==> src/cc20_pkg.sv <==
// ============================================================================
// cc20_pkg: shared types and constants for the ChaCha20 stream cipher
// Holds the beat payload structs, register indexes and the quarter round.
// ============================================================================
package cc20_pkg;

	localparam logic [31:0] SIGMA0 = 32'h61707865;
	localparam logic [31:0] SIGMA1 = 32'h3320646e;
	localparam logic [31:0] SIGMA2 = 32'h79622d32;
	localparam logic [31:0] SIGMA3 = 32'h6b206574;

	localparam logic [2:0] REG_KEY_0         = 3'd0;
	localparam logic [2:0] REG_KEY_1         = 3'd1;
	localparam logic [2:0] REG_KEY_2         = 3'd2;
	localparam logic [2:0] REG_KEY_3         = 3'd3;
	localparam logic [2:0] REG_NONCE_LOW     = 3'd4;
	localparam logic [2:0] REG_NONCE_HIGH    = 3'd5;
	localparam logic [2:0] REG_START_COUNTER = 3'd6;

	typedef struct packed {
		logic [63:0] data_in;
		logic [3:0]  byte_count;
		logic        last_of_message;
	} in_beat_t;

	typedef struct packed {
		logic [63:0] data_out;
		logic [3:0]  byte_count_out;
		logic        last_out;
	} out_beat_t;

	// Work item handed from the front end to the keystream back end.
	typedef struct packed {
		logic [63:0] data;
		logic [3:0]  count;
		logic        last;
		logic        new_block;
		logic [2:0]  word;
	} job_t;

	typedef logic [15:0][31:0] cc_state_t;

	function automatic logic [31:0] rotl(input logic [31:0] v, input int n);
		rotl = (v << n) | (v >> (32 - n));
	endfunction

	// One ChaCha quarter round on four words, returned packed a,b,c,d.
	function automatic logic [127:0] quarter(input logic [31:0] a, input logic [31:0] b,
		input logic [31:0] c, input logic [31:0] d);
		logic [31:0] ta, tb, tc, td;
		ta = a + b; td = rotl(d ^ ta, 16);
		tc = c + td; tb = rotl(b ^ tc, 12);
		ta = ta + tb; td = rotl(td ^ ta, 8);
		tc = tc + td; tb = rotl(tb ^ tc, 7);
		quarter = {ta, tb, tc, td};
	endfunction

endpackage

==> src/cc20_front.sv <==
// ============================================================================
// cc20_front: input acceptance and block classification
// Tracks the word position and tags each beat with its keystream word slot.
// ============================================================================
module cc20_front import cc20_pkg::*; (
	input  logic     clk,
	input  logic     arst_n,
	input  in_beat_t in_beat,
	input  logic     in_valid,
	output logic     in_ready,
	output job_t     job,
	output logic     job_valid,
	input  logic     job_ready
);

	logic [2:0] word_q;
	logic [3:0] cnt;

	assign in_ready  = job_ready;
	assign job_valid = in_valid;

	// Clamp the byte count and tag the beat.
	always_comb begin
		cnt = (in_beat.byte_count > 4'd8) ? 4'd8 : in_beat.byte_count;
		job.data      = in_beat.data_in;
		job.count     = cnt;
		job.last      = in_beat.last_of_message;
		job.new_block = (word_q == 3'd0);
		job.word      = word_q;
	end

	// Word position: the last beat of a message restarts at a fresh block.
	always_ff @(posedge clk or negedge arst_n) begin
		if (!arst_n) begin
			word_q <= 3'd0;
		end else if (in_valid && job_ready) begin
			word_q <= in_beat.last_of_message ? 3'd0 : word_q + 3'd1;
		end
	end

endmodule

==> config.mk <==
export PLATFORM = sky130hd
export DESIGN_NAME = cc20_front
export DESIGN_NICKNAME = d
export VERILOG_FILES = /design/src/cc20_pkg.sv /design/src/cc20_front.sv
export SDC_FILE = /design/constraint.sdc
export NUM_CORES = 1
export LEC_CHECK = 0
export ABC_AREA = 0
export CAP_MARGIN = 20
export CELL_PAD_IN_SITES_DETAIL_PLACEMENT = 1
export CELL_PAD_IN_SITES_GLOBAL_PLACEMENT = 2
export CORE_ASPECT_RATIO = 1.25
export CORE_MARGIN = 10
export CORE_UTILIZATION = 22
export DETAILED_ROUTE_END_ITERATION = 12
export DONT_BUFFER_PORTS = 1
export PLACE_DENSITY_LB_ADDON = 0.1
export SYNTH_ARGS = -nofsm -noshare
export SYNTH_HDL_FRONTEND = slang
export SYNTH_SLANG_ARGS = --single-unit
==> constraint.sdc <==
create_clock -name clk -period 1.05 [get_ports clk]
set_input_delay 0.0525 -clock clk [delete_from_list [all_inputs] [get_ports clk]]
set_output_delay 0.0525 -clock clk [all_outputs]
set_load 0.05 [all_outputs]
---- Yosys cells after proc, flatten, opt, wreduce, memory -nomap -nowiden ----
Index checks and enable logic that the tools add are counted.
operators by class
  $lt $le $gt $ge ......................... 1
  multiplexer cells ....................... 2
  add/sub/neg operators ................... 1
  reduce and logical (&&, ||, !) cells .... 2
operators by type and width
  operator             number
  $gt 4x4->1 const B   1
  $mux 4               1
  $add 3x1->3 const B  1
  $logic_not 3->1      1
  $mux 3               1
  $logic_and 1x1->1    1
storage, ports and cells
  logic and storage cells ................. 7
  bits in registers ....................... 3

---- Depth between registers and ports, before layout ----
  depth in word-level cells ............... 2
  depth in mapped cells ................... 4

---- Least setup slack after synthesis ----
No wires, ideal clock.
  path kind ............................... reg2out
  start ................................... register word_q[0]
  end ..................................... output port job[3] in the netlist's numbering
  cell stages (with the launch flop) ...... 4
  setup slack ............................. -540 ps
  path buffers ............................ 0
  data arrival time ....................... 1538 ps
  cells stage by stage .................... dfrtp_1 > inv_1 > ha_1 > nor2b_1
RTL lines
  item                    line              text
  start, declared         cc20_front.sv:16  logic [2:0] word_q;
  start signal, assigned  cc20_front.sv:37  word_q <= in_beat.last_of_message ? 3'd0 : word_q + 3'd1;
  end, declared           cc20_front.sv:11  output job_t job,

==> Implementation_results.wiki <==
{| class="wikitable"
! Metric !! Value
|-
| Run status || finished, violations left
|-
| Failing checks || setup timing
|-
| Total of flip-flops plus latches after synthesis || 3
|-
| Post-detailed-route via-to-cell ratio || around 3.9
|-
| Critical path buffers and inverters || 2
|-
| Total track usage || 3.359%
|-
| Skew-Pair Late Insertion Delay || between 0.2 and 0.25 ns
|-
| TritonCTS clock tree || yes
|-
| Post-Route Hold Slack || 0.02484 ns
|-
| Max Clk Rate || 865.7 MHz
|-
| CP max stage delay || ~0.4 ns
|-
| Worst-case register-to-register setup slack || 0 ns
|-
| Number of nets in the finished design || around 110
|-
| # fillers || between 300 and 400
|-
| Worst slew slack as a fraction of its limit || a little under nine tenths
|-
| Distinct cell type count of the synthesized netlist || 14
|-
| Number of iterations in the first detailed-routing pass || 2
|-
| Clock sinks || 3
|-
| Critical-path top delay cell || dfrtp_2
|-
| Largest register by flop count || word_q
|-
| Critical Path AT || 1.10 ns
|-
| Area share of the largest cell type after synthesis || between 70% and 80%
|-
| Buffers added on ports || 0
|-
| Total count of hold-check failures in the final report || 0
|-
| Registers with the most flip-flops || word_q: 3 flops
|-
| Worst R2R End || word_q[2]
|-
| HP Class || in2reg
|-
| Clock transition at the register clock pins on the worst setup and hold paths after CTS || around 0.04 ns
|-
| Number of antenna violations at the first check in global routing || 0
|-
| Final worst clock skew || around 0.0022 ns
|-
| Crit path max fanout || 2
|-
| # diodes || 0
|-
| Crit-path leading delay family || flip-flops
|-
| Nature of the critical path endpoint || output port
|-
| Number of setup violations in the final report || 1
|-
| Top-Level Pins || between 100 and 150
|-
| FF/Latch Area || between 70 and 80 µm²
|-
| Peak VDD IR || ~0.00063 V
|-
| Share of cells above drive strength 1 || ~61%
|-
| Number of flip-flops in the largest register || 3
|-
| Largest family of logic cells by synthesized area || buffers and inverters
|-
| Mapped Avg Cell Area || about 8 µm²
|-
| Compound-Gate Fraction of Synth Area || between 4 and 5%
|-
| RD Place Congestion || 0.6159
|-
| Beginning of the worst register-to-register path || word_q[0]
|-
| Global-route wire length before repair || around 1.6 mm
|-
| Number of enable flip-flop cells after synthesis || 0
|-
| Final-report max-slew violation count || 0
|-
| Overall power || about 720 µW
|-
| Number of H-tree branching levels || 1
|-
| Post-synth top cells || buf_4, nor2b_1, dfrtp_1, inv_1
|-
| Post-synthesis xor/xnor area fraction || 0%
|-
| Post-Synth Simple-Gate Area || 7.130%
|-
| Worst Setup Start Kind || flip-flop
|-
| Chip height || slightly above 80 µm
|-
| Total negative slack || -0.1051 ns
|-
| Share of cell area taken by muxes after synthesis || 0%
|-
| Number of buffers added by the clock tree synthesis step || 3
|-
| Setup repair after global routing missed its margin || yes
|-
| Top post-synthesis cells by area || buf_4, dfrtp_1, ha_1
|-
| Most common cell in the netlist || buf_4
|-
| Placeable Area || ~3000 µm²
|-
| Worst reg2reg path depth || 4
|-
| Starting Density || about a quarter
|-
| Grt total ovfl || 0
|-
| Synthesized-area fraction occupied by adder cells || about 3.6%
|-
| Count of vias placed by the detailed router || 281
|-
| Synth warnings || 0
|-
| CP cell instances || inv_2, ha_4, nor2b_4, buf_12
|-
| Worst Tran Pin Value || 0.2147 ns
|-
| Clk root buf || clkbuf_4
|-
| Hold Crit Start || in_beat[0]
|-
| Area of the die || 5864 µm²
|-
| Total routed wirelength || 1.116 mm
|-
| Placed instance area || ~320 µm²
|-
| Clock buffer depth || 2
|-
| Crit share post-route || 110.0%
|-
| Vias in the first global route || 300
|-
| Power density cells || 1768 nW/µm²
|-
| Cell area after technology mapping || roughly 700 µm²
|-
| WL per Instance || 15.50 µm
|-
| Post-Synthesis Cells || 89
|-
| Drc violations || 0
|-
| Leakage power || approximately 0.18 nW
|-
| Worst setup path class || reg2out
|-
| Post-detail-place hpwl || 884 µm
|-
| Max-Cap Viols || 0
|-
| Die X-Extent || 70.52 µm
|-
| Least setup slack across all paths after layout || -0.1051 ns
|-
| Largest net degree at the start of global routing || 7
|-
| Net count after synthesis || 164
|-
| Capture endpoint of the worst hold path || word_q[1]
|-
| Most used flip-flop cell after synthesis || dfrtp_1
|-
| Sequential element share of the synthesized area || roughly a tenth
|-
| Post-synth top area cell || buf_4
|-
| Final core utilization || a little over an eighth
|-
| Hold Path Stages || 2
|-
| DR iter-0 viols || 3
|-
| Clock period minus worst slack || between 1 and 1.5 ns
|-
| Signed area change from the synthesized netlist to the final layout || -41.89%
|-
| Final ANT Viol Nets || 0
|-
| Data required time at the worst endpoint || 1.00 ns
|-
| Async set or reset register ratio after synthesis || between 90% and 100%
|-
| Area used by multi-input combinational logic || between 100 and 150 µm²
|-
| Final design instance area without fill || a little over 400 µm²
|-
| Std cell rows || 22
|}
[worst max path at each step]
stage | startpoint | end | slack, ns | cells after the start
2_1_floorplan | word_q[0] | word_q[2] | -0.08 | 3
3_3_place_gp | word_q[0] | word_q[2] | 0.009 | 3
3_5_place_dp | word_q[1] | word_q[2] | 0.03 | 3
4_1_cts | word_q[0] | job[3] | -0.12 | 4
5_1_grt | word_q[0] | job[3] | -0.15 | 4
6_report | word_q[0] | job[3] | -0.11 | 4
[cells in the final DEF (no fill, tap or decap), drive strengths merged]
| cell | netlist | final |
|---|---|---|
| a21o | 1 | 1 |
| o21ai | 2 | 2 |
| nor3 | 1 | 1 |
| nand2 | 2 | 2 |
| buf | 67 | 9 |
| nor2 | 1 | 1 |
| dlygate4sd3 | 0 | 2 |
| o41ai | 1 | 1 |
| ha | 2 | 2 |
| clkbuf | 1 | 4 |
| inv | 3 | 3 |
| dfrtp | 3 | 3 |
| nor2b | 4 | 4 |
| nand2b | 1 | 1 |
[through the flow]
stage                     setup WS (ns)  cells
final                           -0.1051     72
after global routing            -0.1475     72
after CTS                       -0.1197     72
after detailed placement        0.02690     64
after global placement         0.008718     64
after floorplan                -0.07586     89
[where the power goes]
part | switching (mW) | total [mW] | internal [mW]
logic | 0.213 | 0.366 | 0.153
clock network | 0.0614 | 0.204 | 0.143
registers | 0.0155 | 0.151 | 0.135
total | 0.290 | 0.721 | 0.431
[kinds of logic (layout without fill, tap and decap cells)]
| group | count (synthesis) | count (layout) |
|---|---|---|
| simple gates | 9 | 9 |
| fa+ha+maj | 2 | 2 |
| compound gates | 4 | 4 |
| buf+inv | 71 | 18 |
| flops | 3 | 3 |
[metal layers]
layer | global-route usage, % | wire length (µm) | up-vias
met5 | 0 | 0 | -
met4 | 3.943 | 51 | 0
met3 | 3.333 | 224 | 16
met2 | 3.589 | 430 | 41
met1 | 3.209 | 409 | 125
li1 | - | - | 99
[layout make-up]
class                   instances  area share [%]
clock buffers                   4           6.442
inverters                       3           2.761
multi-input cells              15           35.28
flip-flops and latches          3           19.02
well taps                      36           11.04
repair buffers                 11           25.46
[timing repair]
item / 4_1_cts / 5_1_grt
hold buffers: 2 / 0
cloned: 0 / 0
endpoints found under the setup margin: 1 / 3
gates resized for setup: 6 / 2
setup buffers: 2 / 0
endpoints found under the hold margin: 4 / 0
Power figures use the tool's default switching activity.
