===== config.mk =====
export PLATFORM = sky130hd
export DESIGN_NAME = cc20_fifo
export DESIGN_NICKNAME = d
export VERILOG_FILES = /design/src/cc20_pkg.sv /design/src/cc20_fifo.sv
export SDC_FILE = /design/constraint.sdc
export NUM_CORES = 1
export LEC_CHECK = 0
export ABC_AREA = 0
export BUFFER_PORTS_ARGS = -buffer_cell sky130_fd_sc_hd__buf_4
export CAP_MARGIN = 10
export CORE_ASPECT_RATIO = 1.5
export CORE_UTILIZATION = 52
export DETAILED_ROUTE_END_ITERATION = 6
export GPL_ROUTABILITY_DRIVEN = 0
export PLACE_DENSITY = 0.84
export SLEW_MARGIN = 20
export SYNTH_ARGS = -nofsm -noshare
export SYNTH_HDL_FRONTEND = slang
export SYNTH_SLANG_ARGS = --single-unit

===== constraint.sdc =====
create_clock -name clk -period 4.6 [get_ports clk]
set_input_delay 0 -clock clk [delete_from_list [all_inputs] [get_ports clk]]
set_output_delay 0 -clock clk [all_outputs]
set_load 0.03 [all_outputs]

===== src/cc20_pkg.sv =====
// ============================================================================
// cc20_pkg: shared types and constants for the ChaCha20 stream cipher
// Holds the beat payload structs, register indexes and the quarter round.
// ============================================================================
package cc20_pkg;

	localparam logic [31:0] SIGMA0 = 32'h61707865;
	localparam logic [31:0] SIGMA1 = 32'h3320646e;
	localparam logic [31:0] SIGMA2 = 32'h79622d32;
	localparam logic [31:0] SIGMA3 = 32'h6b206574;

	localparam logic [2:0] REG_KEY_0         = 3'd0;
	localparam logic [2:0] REG_KEY_1         = 3'd1;
	localparam logic [2:0] REG_KEY_2         = 3'd2;
	localparam logic [2:0] REG_KEY_3         = 3'd3;
	localparam logic [2:0] REG_NONCE_LOW     = 3'd4;
	localparam logic [2:0] REG_NONCE_HIGH    = 3'd5;
	localparam logic [2:0] REG_START_COUNTER = 3'd6;

	typedef struct packed {
		logic [63:0] data_in;
		logic [3:0]  byte_count;
		logic        last_of_message;
	} in_beat_t;

	typedef struct packed {
		logic [63:0] data_out;
		logic [3:0]  byte_count_out;
		logic        last_out;
	} out_beat_t;

	// Work item handed from the front end to the keystream back end.
	typedef struct packed {
		logic [63:0] data;
		logic [3:0]  count;
		logic        last;
		logic        new_block;
		logic [2:0]  word;
	} job_t;

	typedef logic [15:0][31:0] cc_state_t;

	function automatic logic [31:0] rotl(input logic [31:0] v, input int n);
		rotl = (v << n) | (v >> (32 - n));
	endfunction

	// One ChaCha quarter round on four words, returned packed a,b,c,d.
	function automatic logic [127:0] quarter(input logic [31:0] a, input logic [31:0] b,
		input logic [31:0] c, input logic [31:0] d);
		logic [31:0] ta, tb, tc, td;
		ta = a + b; td = rotl(d ^ ta, 16);
		tc = c + td; tb = rotl(b ^ tc, 12);
		ta = ta + tb; td = rotl(td ^ ta, 8);
		tc = tc + td; tb = rotl(tb ^ tc, 7);
		quarter = {ta, tb, tc, td};
	endfunction

endpackage


===== src/cc20_fifo.sv =====
// ============================================================================
// cc20_fifo: short job queue between the front and back ends
// Two-entry queue that decouples the two halves' stalls.
// ============================================================================
module cc20_fifo import cc20_pkg::*; (
	input  logic clk,
	input  logic arst_n,
	input  job_t wr_job,
	input  logic wr_valid,
	output logic wr_ready,
	output job_t rd_job,
	output logic rd_valid,
	input  logic rd_ready
);

	job_t       mem_q [2];
	logic       wp_q, rp_q;
	logic [1:0] cnt_q;
	logic       wr_en, rd_en;

	assign wr_ready = (cnt_q != 2'd2);
	assign rd_valid = (cnt_q != 2'd0);
	assign rd_job   = mem_q[rp_q];
	assign wr_en    = wr_valid && wr_ready;
	assign rd_en    = rd_valid && rd_ready;

	// Entry storage.
	always_ff @(posedge clk) begin
		if (wr_en) begin
			mem_q[wp_q] <= wr_job;
		end
	end

	// Pointers and fill level.
	always_ff @(posedge clk or negedge arst_n) begin
		if (!arst_n) begin
			wp_q <= 1'b0;
			rp_q <= 1'b0;
			cnt_q <= 2'd0;
		end else begin
			if (wr_en) wp_q <= ~wp_q;
			if (rd_en) rp_q <= ~rp_q;
			cnt_q <= cnt_q + {1'b0, wr_en} - {1'b0, rd_en};
		end
	end

`ifndef ASSERT_OFF
	a_no_overflow: assert property (@(posedge clk) disable iff (!arst_n)
		cnt_q != 2'd3) else $error("job queue over full");
	a_count_step: assert property (@(posedge clk) disable iff (!arst_n)
		(wr_en && !rd_en) |=> (cnt_q == $past(cnt_q) + 2'd1))
		else $error("job queue count did not rise");
	a_empty_read: assert property (@(posedge clk) disable iff (!arst_n)
		(cnt_q == 2'd0) |-> !rd_en) else $error("read from empty queue");
`endif

endmodule


---- After elaboration in Yosys (flattened, before gate mapping) ----
Memories as Yosys holds them, arrays and structs flattened.
Cells that the tools add are included.
storage, ports and cells
  register bits ........................... 4
  output and inout bits ................... 75
  logic and storage cells ................. 14
  memory bits (writable) .................. 146
  memories ................................ 1
  bits of input ports ..................... 77
memories
  memory  words  width  read ports  clocked after memory_dff  wr ports  line             source
  mem_q   2      73     1           0                         1         cc20_fifo.sv:16  job_t mem_q [2];
operators by class
  multiplexer cells ....................... 2
  bitwise gates (word level) .............. 2
  add/subtract/negate cells ............... 2
  equal/unequal tests ..................... 1
  reductions and logical operators ........ 3
operators with widths
  operator              count
  $add A2 B1 Y2         1
  $logic_and A1 B1 Y1   2
  $mux W1               2
  $ne A2 B2 Y1 const B  1
  $not A1 Y1            2
  $reduce_bool A2 Y1    1
  $sub A2 B1 Y2         1

---- Longest topological paths before layout ----
  word-level depth ........................ 4
  depth in mapped cells ................... 7
  depth with buffers taken out ............ 7

---- Least setup slack after synthesis ----
No wires, ideal clock.
  path kind ............................... register to register
  start point ............................. register cnt_q[1]
  end point ............................... memory mem_q[0][0] in the netlist's numbering, enable pin
  required time ........................... 4.095 ns
  arrival ................................. 3.894 ns
  slack ................................... 0.201 ns
  clock period less this slack ............ 4.399 ns
  cell stages (with the launch flop) ...... 4
  cell sequence ........................... dfrtp_1 > nand2b_1 > nand2_1 > nor2_1
between the ends
  longest elaborated chain between the ends .. 4
RTL lines
  item                           line             source
  start, declared                cc20_fifo.sv:18  logic [1:0] cnt_q;
  start signal, assigned         cc20_fifo.sv:43  cnt_q <= cnt_q + {1'b0, wr_en} - {1'b0, rd_en};
  $ne A2 B2 Y1                   cc20_fifo.sv:21  assign wr_ready = (cnt_q != 2'd2);
  net wr_ready                   cc20_fifo.sv:10  output logic wr_ready,
  $logic_and A1 B1 Y1            cc20_fifo.sv:24  assign wr_en = wr_valid && wr_ready;
  $mux W1                        cc20_fifo.sv:29  if (wr_en) begin
  $mux W1 (implied by the code)  cc20_fifo.sv:30  mem_q[wp_q] <= wr_job;
  end, declared                  cc20_fifo.sv:16
The timed path passes the listed nets, and every way through them passes these cells.

==> impl_summary.md <==
Yosys
The number of warning messages in the yosys log is 0. After synthesis, the largest area contributor takes up 76.7% of total cell area. The synthesized instance count is 244.

The most common cell in the synthesized netlist is sky130_fd_sc_hd__edfxtp_1. Counting every net in the synthesized netlist gives 323. In this run, synthesis inferred 146 flip-flops with an integrated enable.

Of all flip-flops after synthesis, the portion carrying an async set or reset was 2.67%. The library cell occupying the most area in the post-synthesis netlist is sky130_fd_sc_hd__edfxtp_1. By count the netlist is led by sky130_fd_sc_hd__edfxtp_1, sky130_fd_sc_hd__mux2_4, sky130_fd_sc_hd__mux2_2, sky130_fd_sc_hd__buf_6, sky130_fd_sc_hd__dfrtp_1.

For this run, the register share of the synthesized area comes to 78.5%. In this run, synthesis produced a sequential element count of 150. The mean cell area of the mapped netlist is 23.4 sq um. After synthesis, the netlist uses 16 different library cells. The cell area that synthesis handed to floorplanning was 5710 sq um. Yosys attributes the largest share of cell area to sky130_fd_sc_hd__edfxtp_1, sky130_fd_sc_hd__mux2_4, sky130_fd_sc_hd__mux2_2. The most used flip-flop cell after synthesis is sky130_fd_sc_hd__edfxtp_1.

STA
The hold violation total from the final report is 0. The fmax is 399 MHz. On the final layout, the worst clock skew is 0.0104 ns. The worst path in the final design needs a cycle of 2.50 ns, including I/O delays and setup.

Setup repair after global routing left no endpoint under its margin. Setup violations remaining at the end of the flow were counted as 0. The number of pins exceeding their max-slew limit in the final report is 0. In the finished design, the share of the clock period the worst path needs comes to 54.5%. The worst-case headroom to the max-slew limit is 32.4%. The accumulated negative setup slack is 0 ns. The slew at the pin closest to its max-slew limit is 1.01 ns.

Clock network
The later-pin clock latency in the skew report is 0.41 ns. The number of levels the H-tree was split into is 4. The cell at the root of the clock tree is sky130_fd_sc_hd__clkbuf_16. TritonCTS created 17 clock buffers. The clock tree from TritonCTS is built.

The post-cts repair resize count is 0. The tree built by TritonCTS fans out to 150 sinks. The clock passes through at most 2 buffers. Clock-pin slew was measured on the worst setup and hold paths at 0.06 ns.

Final layout
Cells fill 77.7% of the core in the end. The layout cell share with drive strength beyond 1 is 51.4%. The final layout contains 564 nets. The number of inserted diodes is 0. After filler insertion, the fill cell instance count of the layout stands at 563.

From synthesis to final layout, the design area changed by 44.7%.

Route
The length of the first detailed-routing pass in iterations is 4. The final wirelength is 11800 um. The count of nets left with antenna violations after detail routing is 0. In the routed layout, each cell is associated on average with a via count of 4.96. The total number of vias is 3183. In this run, the number of DRC markers left after iteration 0 of detailed routing was 144. The post-route DRC violation count is 0.

The average detailed-routed wire length per instance is 18.4 um.

Global routing
The number of global-route vias before repair was 3549. The largest net degree at the start of global routing is 74. Global routing finished with a remaining overflow of 0. The first global-routing pass estimated 17500 um of wire. Across every metal layer, demand over resource in global routing totals 21.8%. The number of antenna violations at the first check in global routing is 0.

Critical path
Among cell families on the critical path, the largest total delay comes from flip-flops. On the critical path, the stage with the largest delay is an instance of sky130_fd_sc_hd__dfrtp_4. The critical path start-end classification is reg2out.

The most numerous cell type found on the critical path is sky130_fd_sc_hd__buf_4. The signal on the critical path passes through buf_4 -> mux2_2 -> buf_4. Along the worst path, the maximum fanout reaches 53. STA classifies the critical path startpoint as a flop. The nature of the critical path endpoint is an output pin. The buffer and inverter count on the worst path is 2. For the worst setup path, the data required time is 4.60 ns. The delay of the slowest critical-path stage is 1.03 ns.

Data on the critical path arrives at its endpoint at 2.50 ns.

Pwr
The power consumption is 5.37 mW. Summed over all cells, the static leakage comes to 3.31 nW. VDD sags by at most 0.000509 V. The power density over the cells is 650 nW/um^2.

Min path
The worst min-delay path class is in2reg.

Floorplanning
The overall die area is 11400 sq um. For this design the top-level I/O count stands at 152. The total area inside the core boundary comes to 10600 sq um. The floorplan has 46 rows.

The width of the chip is 87.6 um. The die is 130 um tall. For this configuration, the core starts out at a cell density of 53.7%.

Job
Max-cap violations in this run came to 0.

Outcome
The run finished with clean final reports.

Place
After legalization and detailed placement, the total HPWL measured 6750 um. The number of input and output port buffers inserted is 151.
==> worst register-to-register path: cells and delay by family (launching register included) <==
kind | cells | cell delay, ns
simple gates | 3 | 0.82
buf+inv | 1 | 0.69
flops | 1 | 0.41
==> report_power, final <==
group / switching (mW) / leakage, nW / internal (mW)
clock: 0.489 / 0.260 / 0.731
sequential: 0.210 / 1.40 / 1.88
combinational: 1.12 / 1.65 / 0.950
==> path summary, 6_finish.rpt <==
kind / startpoint / end / slack, ns / cells past startpoint
min in group asynchronous: arst_n / rp_q / 0.56 / 3
worst min register to register: cnt_q[0] / cnt_q[0] / 0.54 / 1
worst max register to register: cnt_q[1] / mem_q[0][38] / 2.30 / 4
max in group asynchronous: arst_n / rp_q / 3.85 / 3
worst min-delay path: wr_job[27] / mem_q[0][27] / 0.32 / 2
worst max-delay path: rp_q / rd_job[64] / 2.10 / 3
==> registers in the layout (all words and copies together) (netlist names) <==
name,cells
cnt_q,2
rp_q,1
mem_q,146
wp_q,1
==> cell usage in the layout, fill, tap and decap left out <==
| cell type | count |
|---|---|
| sky130_fd_sc_hd__clkinvlp_4 | 1 |
| sky130_fd_sc_hd__clkinv_4 | 1 |
| sky130_fd_sc_hd__dfrtp_1 | 3 |
| sky130_fd_sc_hd__nand2_1 | 1 |
| sky130_fd_sc_hd__and2_4 | 1 |
| sky130_fd_sc_hd__xnor2_1 | 3 |
| sky130_fd_sc_hd__xor2_1 | 1 |
| sky130_fd_sc_hd__mux2_4 | 60 |
| sky130_fd_sc_hd__ha_1 | 2 |
| sky130_fd_sc_hd__buf_4 | 153 |
| sky130_fd_sc_hd__nor2_4 | 1 |
| sky130_fd_sc_hd__or2_1 | 1 |
| sky130_fd_sc_hd__bufinv_16 | 1 |
| sky130_fd_sc_hd__clkbuf_1 | 3 |
| sky130_fd_sc_hd__dlygate4sd3_1 | 77 |
| sky130_fd_sc_hd__clkinv_2 | 6 |
| sky130_fd_sc_hd__inv_1 | 1 |
| sky130_fd_sc_hd__edfxtp_1 | 146 |
| sky130_fd_sc_hd__nand2b_1 | 1 |
| sky130_fd_sc_hd__dfrtp_4 | 1 |
| sky130_fd_sc_hd__mux2_2 | 13 |
| sky130_fd_sc_hd__and3_4 | 1 |
| sky130_fd_sc_hd__clkinv_1 | 3 |
| sky130_fd_sc_hd__clkbuf_16 | 17 |
==> layer usage <==
layer	part of all wire, %	vias to the layer above	track usage, %
li1	-	1446	-
met1	34	1573	21.2
met2	57	131	39.7
met3	4.4	33	6.03
met4	4.4	0	14.4
met5	0	-	0
==> area by class of cell <==
class,instances,area (sq um),area share (%)
Sequential cell,150,4490,54.3
Timing Repair Buffer,230,1920,23.2
Multi-Input combinational cell,85,1150,14.0
Clock buffer,20,437,5.28
Tap cell,144,180,2.18
Clock inverter,12,87.6,1.06
Inverter,1,3.75,0.0454
==> kinds of logic (layout without fill, tap and decap cells) <==
group | count (synthesis) | after routing | synth area share [%]
simple gates | 6 | 6 | 0.613
mux | 73 | 73 | 18.3
xor+xnor | 4 | 4 | 0.613
fa+ha+maj | 2 | 2 | 0.438
flops | 150 | 150 | 78.5
buf+inv | 9 | 263 | 1.53
==> timing repair <==
item / in CTS / in global routing
hold buffers: 77 / 0
hold endpoints to repair: 152 / 0
setup buffers: 0 / 0
==> metrics by stage <==
step | cells | worst slack (ns) | cell area, sq um | hold WS [ns]
3_5_place_dp | 533 | 2.29 | 6980 | -0.199
5_1_grt | 642 | 1.96 | 8270 | 0.313
6_report | 642 | 2.10 | 8270 | 0.320
4_1_cts | 642 | 2.05 | 8270 | 0.306
2_1_floorplan | 244 | 0.201 | 5710 | -0.296
3_3_place_gp | 533 | 2.39 | 6980 | -0.201
Note: power is estimated with default switching activity, not from simulation.
